File: src/design/hce_pkg.sv
// ----------------------------------------------------------------------------
// hce_pkg: Hill cipher encryption constants
// Alphabet, padding letter and the constants of the shared multiply-accumulate
// and modulo-26 reduction datapath.
// ----------------------------------------------------------------------------
package hce_pkg;

	localparam int MAX_BLOCK_DFLT = 8;

	localparam int LTR_W = 5;
	localparam int KEY_W = 30;
	localparam int CFG_W = 4;

	localparam int ALPHABET = 26;
	localparam logic [LTR_W-1:0] PAD_LETTER = 5'd23;

	// key value split into 10-bit chunks; weight of chunk k is 2^(10k) mod 26
	localparam int CHUNK_W   = 10;
	localparam int KEY_STEPS = 3;
	localparam logic [LTR_W-1:0] KEY_WT0 = 5'd1;
	localparam logic [LTR_W-1:0] KEY_WT1 = 5'd10;
	localparam logic [LTR_W-1:0] KEY_WT2 = 5'd22;

	// accumulator covers 3 weighted key chunks and up to 16 letter products
	localparam int ACC_W = 16;

	// floor(acc / 26) ~= (acc * RECIP_M) >> RECIP_S, low by at most one
	localparam int RECIP_W = 16;
	localparam int RECIP_S = 20;
	localparam logic [RECIP_W-1:0] RECIP_M = 16'd40329;
	localparam int QUO_W = ACC_W + RECIP_W - RECIP_S;

endpackage

File: src/design/hce_ram.sv
// ----------------------------------------------------------------------------
// hce_ram: generic simple dual-port RAM
// One write port, one read port with registered read data.
// ----------------------------------------------------------------------------
module hce_ram #(
	parameter int WIDTH = 8,
	parameter int DEPTH = 64,
	parameter int AW    = (DEPTH > 1) ? $clog2(DEPTH) : 1
) (
	input  logic             clk,
	input  logic             we,
	input  logic [AW-1:0]    waddr,
	input  logic [WIDTH-1:0] wdata,
	input  logic [AW-1:0]    raddr,
	output logic [WIDTH-1:0] rdata
);

	logic [WIDTH-1:0] mem_q [DEPTH];
	logic [WIDTH-1:0] rdata_q;

	always_ff @(posedge clk) begin
		if (we) begin
			mem_q[waddr] <= wdata;
		end
		rdata_q <= mem_q[raddr];
	end

	assign rdata = rdata_q;

endmodule

File: src/design/hill_cipher_encrypt.sv
// ----------------------------------------------------------------------------
// hill_cipher_encrypt: Hill cipher encryption over A..Z
// Key entries load into a key RAM reduced mod 26; letters gather into blocks
// of n and each full block is multiplied by the key mod 26.
// ----------------------------------------------------------------------------
// A letter beat that does not complete its block is accepted into the block buffer
// and in_ready stays high. A completing letter (full block, or last_letter set,
// which pads with X) starts n rows of n multiply-accumulates on one shared
// 10x5 multiplier fed by the key RAM's single read port: each row runs
// n key reads, one drain step and the two-step mod-26 reduction, and in_ready
// stays low until the block's last cipher letter is loaded. A key-load beat
// runs three weighted 10-bit chunks, then the same reduction.
// Each cipher letter sits in an output register, so row i+1 runs while row i
// waits to be taken. A block_size write drops any partial block.
// ----------------------------------------------------------------------------
module hill_cipher_encrypt import hce_pkg::*; #(
	parameter int MAX_BLOCK = MAX_BLOCK_DFLT
) (
	input  logic             clk,
	input  logic             arst_n,
	input  logic             cfg_we,
	input  logic [CFG_W-1:0] cfg_data,
	input  logic             in_valid,
	output logic             in_ready,
	input  logic             action,
	input  logic [2:0]       key_row,
	input  logic [2:0]       key_col,
	input  logic [KEY_W-1:0] key_value,
	input  logic [LTR_W-1:0] letter,
	input  logic             last_letter,
	output logic             out_valid,
	input  logic             out_ready,
	output logic [LTR_W-1:0] cipher_letter,
	output logic             last_of_block
);

	localparam int DEPTH = MAX_BLOCK * MAX_BLOCK;
	localparam int AW    = (DEPTH > 1) ? $clog2(DEPTH) : 1;
	localparam int IW    = (MAX_BLOCK > 1) ? $clog2(MAX_BLOCK) : 1;
	localparam int NW    = $clog2(MAX_BLOCK + 1);

	typedef enum logic [2:0] {
		S_IDLE,
		S_KEY,
		S_ROW,
		S_TAIL,
		S_RED1,
		S_RED2
	} state_t;

	function automatic logic [NW-1:0] clamp_n(input logic [CFG_W-1:0] v);
		logic [NW-1:0] r;
		if (v == '0) begin
			r = NW'(1);
		end else if (int'(v) > MAX_BLOCK) begin
			r = NW'(MAX_BLOCK);
		end else begin
			r = NW'(v);
		end
		return r;
	endfunction

	state_t            state_q;
	logic [NW-1:0]     n_q;
	logic [NW-1:0]     fill_q;
	logic              mode_q;
	logic [1:0]        k_q;
	logic [IW-1:0]     h_q;
	logic [IW-1:0]     hd_q;
	logic [IW-1:0]     i_q;
	logic [AW-1:0]     row_base_q;
	logic              out_valid_q;
	logic [LTR_W-1:0]  cipher_q;
	logic              last_q;

	logic [LTR_W-1:0]  buf_q [MAX_BLOCK];
	logic [KEY_W-1:0]  kv_q;
	logic [AW-1:0]     kaddr_q;
	logic [ACC_W-1:0]  acc_q;
	logic [QUO_W-1:0]  q_q;

	logic              in_fire;
	logic              key_ok;
	logic [AW-1:0]     key_addr;
	logic [LTR_W-1:0]  letter_red;
	logic [NW-1:0]     fill_idx;
	logic [NW-1:0]     fill_nxt;
	logic              blk_full;
	logic              last_h;
	logic              last_row;
	logic              out_free;
	logic              out_load;
	logic              red_go;

	logic [AW-1:0]     ram_raddr;
	logic [LTR_W-1:0]  ram_rdata;
	logic              ram_we;

	logic [CHUNK_W-1:0]       mul_a;
	logic [LTR_W-1:0]         mul_b;
	logic [CHUNK_W+LTR_W-1:0] prod;
	logic [ACC_W-1:0]         acc_nxt;

	logic [ACC_W+RECIP_W-1:0] recip_p;
	logic [ACC_W-1:0]         qx26;
	logic [ACC_W-1:0]         diff;
	logic [5:0]               r6;
	logic [LTR_W-1:0]         red_res;

	assign in_ready = (state_q == S_IDLE);
	assign in_fire  = in_valid && in_ready;

	assign key_ok   = (int'(key_row) < MAX_BLOCK) && (int'(key_col) < MAX_BLOCK);
	assign key_addr = AW'(int'(key_row) * MAX_BLOCK + int'(key_col));

	assign letter_red = (letter >= LTR_W'(ALPHABET)) ? letter - LTR_W'(ALPHABET) : letter;
	assign fill_idx   = (fill_q >= n_q) ? '0 : fill_q;
	assign fill_nxt   = last_letter ? n_q : fill_idx + NW'(1);
	assign blk_full   = (fill_nxt == n_q);

	assign last_h   = (NW'(h_q) + NW'(1)) == n_q;
	assign last_row = (NW'(i_q) + NW'(1)) == n_q;
	assign out_free = !out_valid_q || out_ready;
	assign out_load = (state_q == S_RED2) && mode_q && out_free;
	assign red_go   = !mode_q || out_free;

	// shared multiplier: weighted key chunks or key entry times letter
	always_comb begin
		mul_a = {{(CHUNK_W-LTR_W){1'b0}}, ram_rdata};
		mul_b = buf_q[hd_q];
		if (state_q == S_KEY) begin
			case (k_q)
				2'd0: begin
					mul_a = kv_q[CHUNK_W-1:0];
					mul_b = KEY_WT0;
				end
				2'd1: begin
					mul_a = kv_q[2*CHUNK_W-1:CHUNK_W];
					mul_b = KEY_WT1;
				end
				default: begin
					mul_a = kv_q[3*CHUNK_W-1:2*CHUNK_W];
					mul_b = KEY_WT2;
				end
			endcase
		end
	end

	assign prod    = mul_a * mul_b;
	assign acc_nxt = acc_q + ACC_W'(prod);

	// mod 26: reciprocal estimate, then one correction
	assign recip_p = acc_q * RECIP_M;
	assign qx26    = ACC_W'(q_q * ALPHABET);
	assign diff    = acc_q - qx26;
	assign r6      = diff[5:0];
	assign red_res = (r6 >= 6'(ALPHABET)) ? LTR_W'(r6 - 6'(ALPHABET)) : r6[LTR_W-1:0];

	assign ram_raddr = row_base_q + AW'(h_q);
	assign ram_we    = (state_q == S_RED2) && !mode_q;

	hce_ram #(
		.WIDTH (LTR_W),
		.DEPTH (DEPTH),
		.AW    (AW)
	) u_key_ram (
		.clk   (clk),
		.we    (ram_we),
		.waddr (kaddr_q),
		.wdata (red_res),
		.raddr (ram_raddr),
		.rdata (ram_rdata)
	);

	always_ff @(posedge clk or negedge arst_n) begin
		if (!arst_n) begin
			state_q     <= S_IDLE;
			n_q         <= clamp_n(CFG_W'(2));
			fill_q      <= '0;
			mode_q      <= 1'b0;
			k_q         <= '0;
			h_q         <= '0;
			i_q         <= '0;
			row_base_q  <= '0;
			out_valid_q <= 1'b0;
			cipher_q    <= '0;
			last_q      <= 1'b0;
		end else begin
			unique case (state_q)
				S_IDLE: begin
					if (in_fire) begin
						mode_q <= action;
						if (!action) begin
							k_q <= '0;
							if (key_ok) begin
								state_q <= S_KEY;
							end
						end else if (blk_full) begin
							i_q        <= '0;
							h_q        <= '0;
							row_base_q <= '0;
							state_q    <= S_ROW;
						end
					end
				end
				S_KEY: begin
					k_q <= k_q + 2'd1;
					if (k_q == 2'(KEY_STEPS - 1)) begin
						state_q <= S_RED1;
					end
				end
				S_ROW: begin
					if (last_h) begin
						state_q <= S_TAIL;
					end else begin
						h_q <= h_q + IW'(1);
					end
				end
				S_TAIL: begin
					state_q <= S_RED1;
				end
				S_RED1: begin
					state_q <= S_RED2;
				end
				S_RED2: begin
					if (!mode_q) begin
						state_q <= S_IDLE;
					end else if (out_free) begin
						cipher_q <= red_res;
						last_q   <= last_row;
						if (last_row) begin
							state_q <= S_IDLE;
						end else begin
							i_q        <= i_q + IW'(1);
							h_q        <= '0;
							row_base_q <= row_base_q + AW'(MAX_BLOCK);
							state_q    <= S_ROW;
						end
					end
				end
				default: begin
					state_q <= S_IDLE;
				end
			endcase
			if (out_load) begin
				out_valid_q <= 1'b1;
			end else if (out_ready) begin
				out_valid_q <= 1'b0;
			end
			if (cfg_we) begin
				n_q    <= clamp_n(cfg_data);
				fill_q <= '0;
			end else if (in_fire && action) begin
				fill_q <= blk_full ? '0 : fill_nxt;
			end
		end
	end

	always_ff @(posedge clk) begin
		unique case (state_q)
			S_IDLE: begin
				acc_q <= '0;
				if (in_fire) begin
					if (!action) begin
						kv_q    <= key_value;
						kaddr_q <= key_addr;
					end else begin
						for (int j = 0; j < MAX_BLOCK; j++) begin
							if (NW'(j) == fill_idx) begin
								buf_q[j] <= letter_red;
							end else if (last_letter && NW'(j) > fill_idx && NW'(j) < n_q) begin
								buf_q[j] <= PAD_LETTER;
							end
						end
					end
				end
			end
			S_KEY: begin
				acc_q <= acc_nxt;
			end
			S_ROW: begin
				hd_q <= h_q;
				if (h_q != '0) begin
					acc_q <= acc_nxt;
				end
			end
			S_TAIL: begin
				acc_q <= acc_nxt;
			end
			S_RED1: begin
				q_q <= recip_p[ACC_W+RECIP_W-1:RECIP_S];
			end
			S_RED2: begin
				if (red_go) begin
					acc_q <= '0;
				end
			end
			default: begin
				acc_q <= '0;
			end
		endcase
	end

	assign out_valid     = out_valid_q;
	assign cipher_letter = cipher_q;
	assign last_of_block = last_q;

endmodule
File: config.mk
export PLATFORM = sky130hd
export DESIGN_NAME = hill_cipher_encrypt
export DESIGN_NICKNAME = d
export VERILOG_FILES = /design/src/design/hce_pkg.sv /design/src/design/hce_ram.sv /design/src/design/hill_cipher_encrypt.sv
export SDC_FILE = /design/constraint.sdc
export NUM_CORES = 1
export LEC_CHECK = 0
export BUFFER_PORTS_ARGS = -buffer_cell sky130_fd_sc_hd__buf_2
export CORE_MARGIN = 2
export CORE_UTILIZATION = 65
export DETAILED_ROUTE_END_ITERATION = 16
export PLACE_DENSITY_LB_ADDON = 0.1
export SLEW_MARGIN = 25
export SYNTH_ARGS = -nofsm -noshare
export SYNTH_HDL_FRONTEND = slang
export SYNTH_SLANG_ARGS = --single-unit
export TNS_END_PERCENT = 30
File: constraint.sdc
create_clock -name clk -period 14.45 [get_ports clk]
set_clock_uncertainty 0.2 [all_clocks]
set_input_delay 0.7225 -clock clk [delete_from_list [all_inputs] [get_ports clk]]
set_output_delay 0.7225 -clock clk [all_outputs]
set_load 0.1 [all_outputs]
### Yosys cells after proc, flatten, opt, wreduce, memory -nomap -nowiden

Memory sizes are Yosys's and may differ from the RTL's. A register that Yosys moved wholly into a read port is not among the register bits.
Index checks and enable logic that the tools add are counted.

| cells by class | value |
|---|---|
| $add $sub $neg | 13 |
| multiply operators | 3 |
| divide/modulo/power cells | 0 |
| order comparisons | 20 |
| equality and inequality tests | 31 |
| shift-type cells | 0 |
| multiplexer cells | 148 |
| bitwise gates (word level) | 10 |
| reductions and logical operators | 44 |

Operators with widths:

| cell | count |
|---|---|
| 1-bit 2-to-1 mux | 92 |
| 16-bit one-hot mux with 4 select lines | 1 |
| 5-bit 2-to-1 mux | 11 |
| 3-bit 2-to-1 mux | 18 |
| 6-bit 2-to-1 mux | 6 |
| 16-bit by 16-bit multiplier with 32-bit output (second input constant) | 1 |
| 16-bit 2-to-1 mux | 2 |
| 4-bit 2-to-1 mux | 7 |
| 1-bit logical AND | 21 |
| 10-bit one-hot mux with 2 select lines | 1 |
| 3-bit one-hot mux with 6 select lines | 1 |
| 16-bit by 15-bit adder with 16-bit output | 1 |
| 3-bit by 4-bit equality test with 1-bit output (first input constant) | 4 |
| 3-bit by 4-bit > comparator with 1-bit output (first input constant) | 4 |
| 3-bit by 4-bit < comparator with 1-bit output (first input constant) | 4 |
| 2-bit != test (second input constant) | 8 |
| 10-bit by 5-bit multiplier with 15-bit output | 1 |
| 6-bit by 3-bit adder with 6-bit output | 2 |
| 4-bit equality test | 3 |
| 12-bit by 4-bit multiplier with 5-bit output (second input constant) | 1 |
| 6-bit one-hot mux with 2 select lines | 1 |
| 3-bit AND reduction | 4 |
| 10-bit 2-to-1 mux | 1 |
| 5-bit one-hot mux with 2 select lines | 1 |
| 43 further kinds | 73 |

| storage, ports and cells | value |
|---|---|
| register bits | 100 |
| bits in latches | 0 |
| memory bits (writable) | 360 |
| memory bits (read-only) | 0 |
| output and inout port bits | 8 |
| logic and storage cells | 287 |
| memories | 2 |

Memories:

| memory | depth | width | rd ports | clocked after memory_dff | wr ports | RTL line | source |
|---|---|---|---|---|---|---|---|
| u_key_ram.mem_q | 64 | 5 | 1 | 1 | 1 | hce_ram.sv:18 | `logic [WIDTH-1:0] mem_q [DEPTH];` |
| buf_q | 8 | 5 | 1 | 1 | 8 | hill_cipher_encrypt.sv:76 | `logic [LTR_W-1:0] buf_q [MAX_BLOCK];` |

### Longest topological paths before layout

| depth | value |
|---|---|
| depth after elaboration | 12 |
| gate-level depth with buffers | 23 |
| gate-level depth less buffers | 21 |

### Hierarchy

Synthesis repeated with hierarchy kept, for this count alone.

| second synthesis, totals | value |
|---|---|
| cell total of the unflattened synthesis | 1710 |
| area total of the unflattened synthesis | 24319.6 um2 |

By module, submodules not included:

| module | times used | cells each | area an instance (um2) |
|---|---|---|---|
| hce_ram | 1 | 616 | 12801.0 |
| hill_cipher_encrypt | 1 | 1094 | 11518.5 |

### Worst setup path after synthesis

OpenSTA, ideal clock, no wires.

| path | value |
|---|---|
| path type | register to register |
| from | register acc_q[0] |
| to | register q_q[3], data pin |
| library setup time | 0.258 ns |
| arrival time | 5.365 ns |
| data required time | 13.992 ns |
| setup slack | 8.628 ns |
| stages on the path, launching flop included | 16 |
| cell sequence | edfxtp_1 > fa_1 > fa_1 > ha_1 > fa_1 > inv_1 > fa_1 > fa_1 > inv_1 > ha_1 > a211o_1 > a2111oi_0 > a211oi_1 > a31o_2 > a21oi_1 > xnor2_1 |

| on the way | value |
|---|---|
| longest elaborated chain between the ends | 1 |

Ends and longest elaborated chain:

| what | RTL line | source |
|---|---|---|
| start, declared | hill_cipher_encrypt.sv:79 | `logic [ACC_W-1:0] acc_q;` |
| start signal, assigned | hill_cipher_encrypt.sv:279 | `acc_q <= acc_nxt;` |
| start signal, assigned | hill_cipher_encrypt.sv:284 | `acc_q <= acc_nxt;` |
| start signal, assigned | hill_cipher_encrypt.sv:288 | `acc_q <= acc_nxt;` |
| 16-bit by 16-bit multiplier with 32-bit output | hill_cipher_encrypt.sv:153 | `assign recip_p = acc_q * RECIP_M;` |
| via recip_p[23] | hill_cipher_encrypt.sv:104 | `logic [ACC_W+RECIP_W-1:0] recip_p;` |
| end signal, assigned | hill_cipher_encrypt.sv:291 | `q_q <= recip_p[ACC_W+RECIP_W-1:RECIP_S];` |
| end, declared | hill_cipher_encrypt.sv:80 | `logic [QUO_W-1:0] q_q;` |

The timed path passes the listed nets, and every way through them passes these cells.
A chain may end at the register's enable or synchronous reset.

### Worst setup path after layout

| path | value |
|---|---|
| from | register k_q[0] |
| to | register acc_q[11], data pin |

| on the way | value |
|---|---|
| longest elaborated chain between the ends | 7 |

Ends and longest elaborated chain:

| what | RTL line | source |
|---|---|---|
| start, declared | hill_cipher_encrypt.sv:67 | `logic [1:0] k_q;` |
| start signal, assigned | hill_cipher_encrypt.sv:207 | `k_q <= k_q + 2'd1;` |
| 2-bit by 1-bit equality test with 1-bit output / 2-bit logical NOT (equally long branches) | hill_cipher_encrypt.sv:132 | `case (k_q)` |
| 10-bit one-hot mux with 2 select lines / 5-bit one-hot mux with 2 select lines (equally long branches) | hill_cipher_encrypt.sv:132 |  |
| 10-bit 2-to-1 mux / 5-bit 2-to-1 mux (equally long branches) | hill_cipher_encrypt.sv:131 | `if (state_q == S_KEY) begin` |
| 10-bit by 5-bit multiplier with 15-bit output (*) | hill_cipher_encrypt.sv:149 | `assign prod = mul_a * mul_b;` |
| 16-bit by 15-bit adder with 16-bit output (*) | hill_cipher_encrypt.sv:150 | `assign acc_nxt = acc_q + ACC_W'(prod);` |
| 16-bit 2-to-1 mux | hill_cipher_encrypt.sv:283 | `if (h_q != '0) begin` |
| 16-bit one-hot mux with 4 select lines (*) | hill_cipher_encrypt.sv:260 | `unique case (state_q)` |

Every way passes the cells marked *; elsewhere a longest branch is shown, timed or not. The select of a mux whose other input is x is not followed.

==> results.md <==
* Outcome: finished, final reports clean
* Worst min-delay path class: in -> reg
* Critical-path maximum fanout at 16
* HPWL after DPL at about 35000 um
* Routability cong. at 0.856
* Io pins at 60
* P&R area growth vs syn at 10.0%
* Initial antenna violation count at 2
* Row count at 70
* Seq cells post-synth at 458
* CP Capture Type: flip-flop
* # port buffers at 59
* Share of layout cells above drive strength 1 at 13.1%
* Fill count at 2438
* Hold Crit Depth at 1
* Post-synth EDFFs at 415
* WL/cell at 22.3 um
* Post-route minimum period at 6220 ps
* RSZ-0062 raised after global routing: false
* Hold path endpoint: kaddr_q[2]$_DFFE_PP_
* Mean area per synthesized cell at ~14 um^2
* Seq/Total Area, Yosys at 55.8%
* Yosys cell types at 70
* Total CTS buffers at 47
* Cell Area, Synth at 24100 um^2
* CP Data Arrival Time at between 6000 and 7000 ps
* Net Count, Synth at 2042
* WP data required at 14590 ps
* Critical path type: reg -> reg
* Total track usage at between 20% and 30%
* Starting density of the core at 65.9%
* Syn Inst Count at 1750
* Worst-Skew Late Latency at 600 ps
* Hold path start: key_col[2]
* Drt pass-1 iters at 7
* Origin of the critical flop-to-flop path: k_q[0]$_DFFE_PN0P_
* Max_slew headroom at a little over a third
* Die area at 38700 um^2
* Vias in the first global route at about 15000
* Synth top area share at 51.6%
* CTS tree: built
* Grt ovf at 0
* Maxcap violations at 0
* Top FF cell, synth: edfxtp_1
* Synth area leaders: edfxtp_1 (52%), fa_1 (8.3%), ha_1 (7.3%)
* First-pass GRT wire length at 81600 um
* Starting DRT DRC Count at 1125
* Period utilization at ~43%
* Clock transition at path regs at 60 ps
* Slew @ Worst Pin at 951 ps
* Setup_tns at 0 ps
* Vias at around 14000
* DRC viols at 0
* Reg2Reg Capture Point: acc_q[11]$_SDFFCE_PN0P_
* Cell taking the most area after synthesis: edfxtp_1
* Synth warn at 0
* CTS H-Tree Depth at 2
* DRT Wirelength at 51700 um
* Clock Path Buffers at 3
* Die Ht at 197 um
* Post-synth ARST share at 6.55%
* Largest net degree at the start of global routing at 72
* Reg-to-reg setup timing slack at 8230 ps
* CP Launch Type: flip-flop
* Final Max Slew Viols at 0
* Final ANT Viol Nets at 0
* # setup viols final at 0
* Die X-Extent at 197 um
* Clock Sinks at 458
* Final #Nets at 2103
* Worst-case reg-to-reg path depth at 16
* Fmax at 0.161 GHz
* Fin. Hold Viols at 0
* Core Region at 36600 um^2
* Vias/cell at 6.17
* Root Buffer: clkbuf_16
-- area by class of cell --
type | count | area (um^2) | area share, %
sequential | 458 | 13500 | 50.8
tap | 468 | 586 | 2.21
inverter | 183 | 687 | 2.59
clock buffer | 59 | 1250 | 4.72
timing repair buffer | 75 | 430 | 1.62
clock inverter | 27 | 354 | 1.33
multi-input combinational | 1046 | 9760 | 36.8
antenna | 1 | 2.50 | 0.00942
-- how the worst max path moves through the flow --
stage | start | to | slack [ps] | cells past startpoint
6_report | k_q[0]$_DFFE_PN0P_ | acc_q[11]$_SDFFCE_PN0P_ | 8230 | 16
5_1_grt | k_q[0]$_DFFE_PN0P_ | acc_q[11]$_SDFFCE_PN0P_ | 7950 | 16
4_1_cts | acc_q[3]$_SDFFCE_PN0P_ | q_q[4]$_DFFE_PP_ | 8260 | 18
3_5_place_dp | acc_q[3]$_SDFFCE_PN0P_ | q_q[4]$_DFFE_PP_ | 8270 | 18
3_3_place_gp | acc_q[3]$_SDFFCE_PN0P_ | q_q[4]$_DFFE_PP_ | 8380 | 18
2_1_floorplan | acc_q[0]$_SDFFCE_PN0P_ | q_q[3]$_DFFE_PP_ | 8630 | 15
-- metrics by stage --
step                      hold WS (ps)  util, %  std cells  setup slack [ps]  cell area (um^2)
after detailed placement           250     68.1       2229              8270             24900
after global placement             238     68.1       2228              8380             24900
final                              101     72.5       2317              8230             26600
after floorplan                    215        -       1750              8630             24100
after global routing              79.9     72.5       2316              7950             26600
after CTS                         72.1     72.5       2316              8260             26600
-- metal layers --
metal | global-route usage, % | up-vias | wire length [um]
li1 | - | 6542 | -
met1 | 37.7 | 7119 | 21200
met2 | 46.0 | 511 | 25200
met3 | 4.91 | 119 | 3520
met4 | 10.0 | 2 | 1780
met5 | 0 | - | 14
-- cells by family after synthesis --
kind of cell	synth area share [%]
compound gates	6.72
simple gates	7.30
xor+xnor	1.52
buf+inv	3.91
flops	55.8
fa+ha+maj	15.5
mux	9.19
-- worst max-delay path: stages (launching register included) --
cell and delay (ps):
dfrtp_1 400, inv_1 100, ha_1 410, nor2_1 760, o21ai_0 440, or2_2 400
fa_1 520, fa_1 530, fa_1 550, inv_1 40, ha_1 330, a21o_1 210
a211oi_1 390, o21bai_1 160, a41oi_1 270, xnor2_1 80, and2_1 150
-- flip-flops by register name (all words and copies together), names as in the netlist, 5 cells and up, named ones only --
register,flops
acc_q,16
kv_q,30
u_key_ram.mem_q,320
q_q,5
u_key_ram.rdata,5
kaddr_q,6
cipher_letter,5
buf_q,40
-- synthesized netlist by cell type (all sizes together), types with 4 or more instances --
library cell,n
o21a,7
nor2b,11
nand4,4
dfrtp,29
a22o,10
mux2,8
nor3,20
o31ai,4
o221ai,39
nand3b,8
clkbuf,44
o211ai,6
xnor2,33
a21o,16
xor2,9
nor2,148
dfxtp,13
nor3b,4
buf,19
nand3,37
fa,100
or3,9
mux2i,66
inv,183
mux4,65
ha,140
a21oi,59
a211o,8
a31oi,6
or4,4
edfxtp,415
o22ai,5
o21ai,39
or2,7
a211oi,8
nand2,110
nand2b,7
a22oi,5
and2,12
-- what timing repair did --
item | CTS | global route
hold endpoints to repair | 15 | 0
resized for setup | 0 | 0
hold buffers | 1 | 0
setup buffers | 0 | 0
-- placed cells by master (no fill, tap or decap), drive strengths merged, types with 39 or more instances in the layout --
| cell type | count |
|---|---|
| a21oi | 59 |
| buf | 74 |
| clkbuf | 59 |
| edfxtp | 415 |
| fa | 100 |
| ha | 140 |
| inv | 184 |
| mux2i | 66 |
| mux4 | 65 |
| nand2 | 110 |
| nor2 | 148 |
| o21ai | 39 |
| o221ai | 39 |
Power is left out: the tool's default activity adds up to more than one toggle a clock period on the data nets, which glitch-free logic cannot reach.
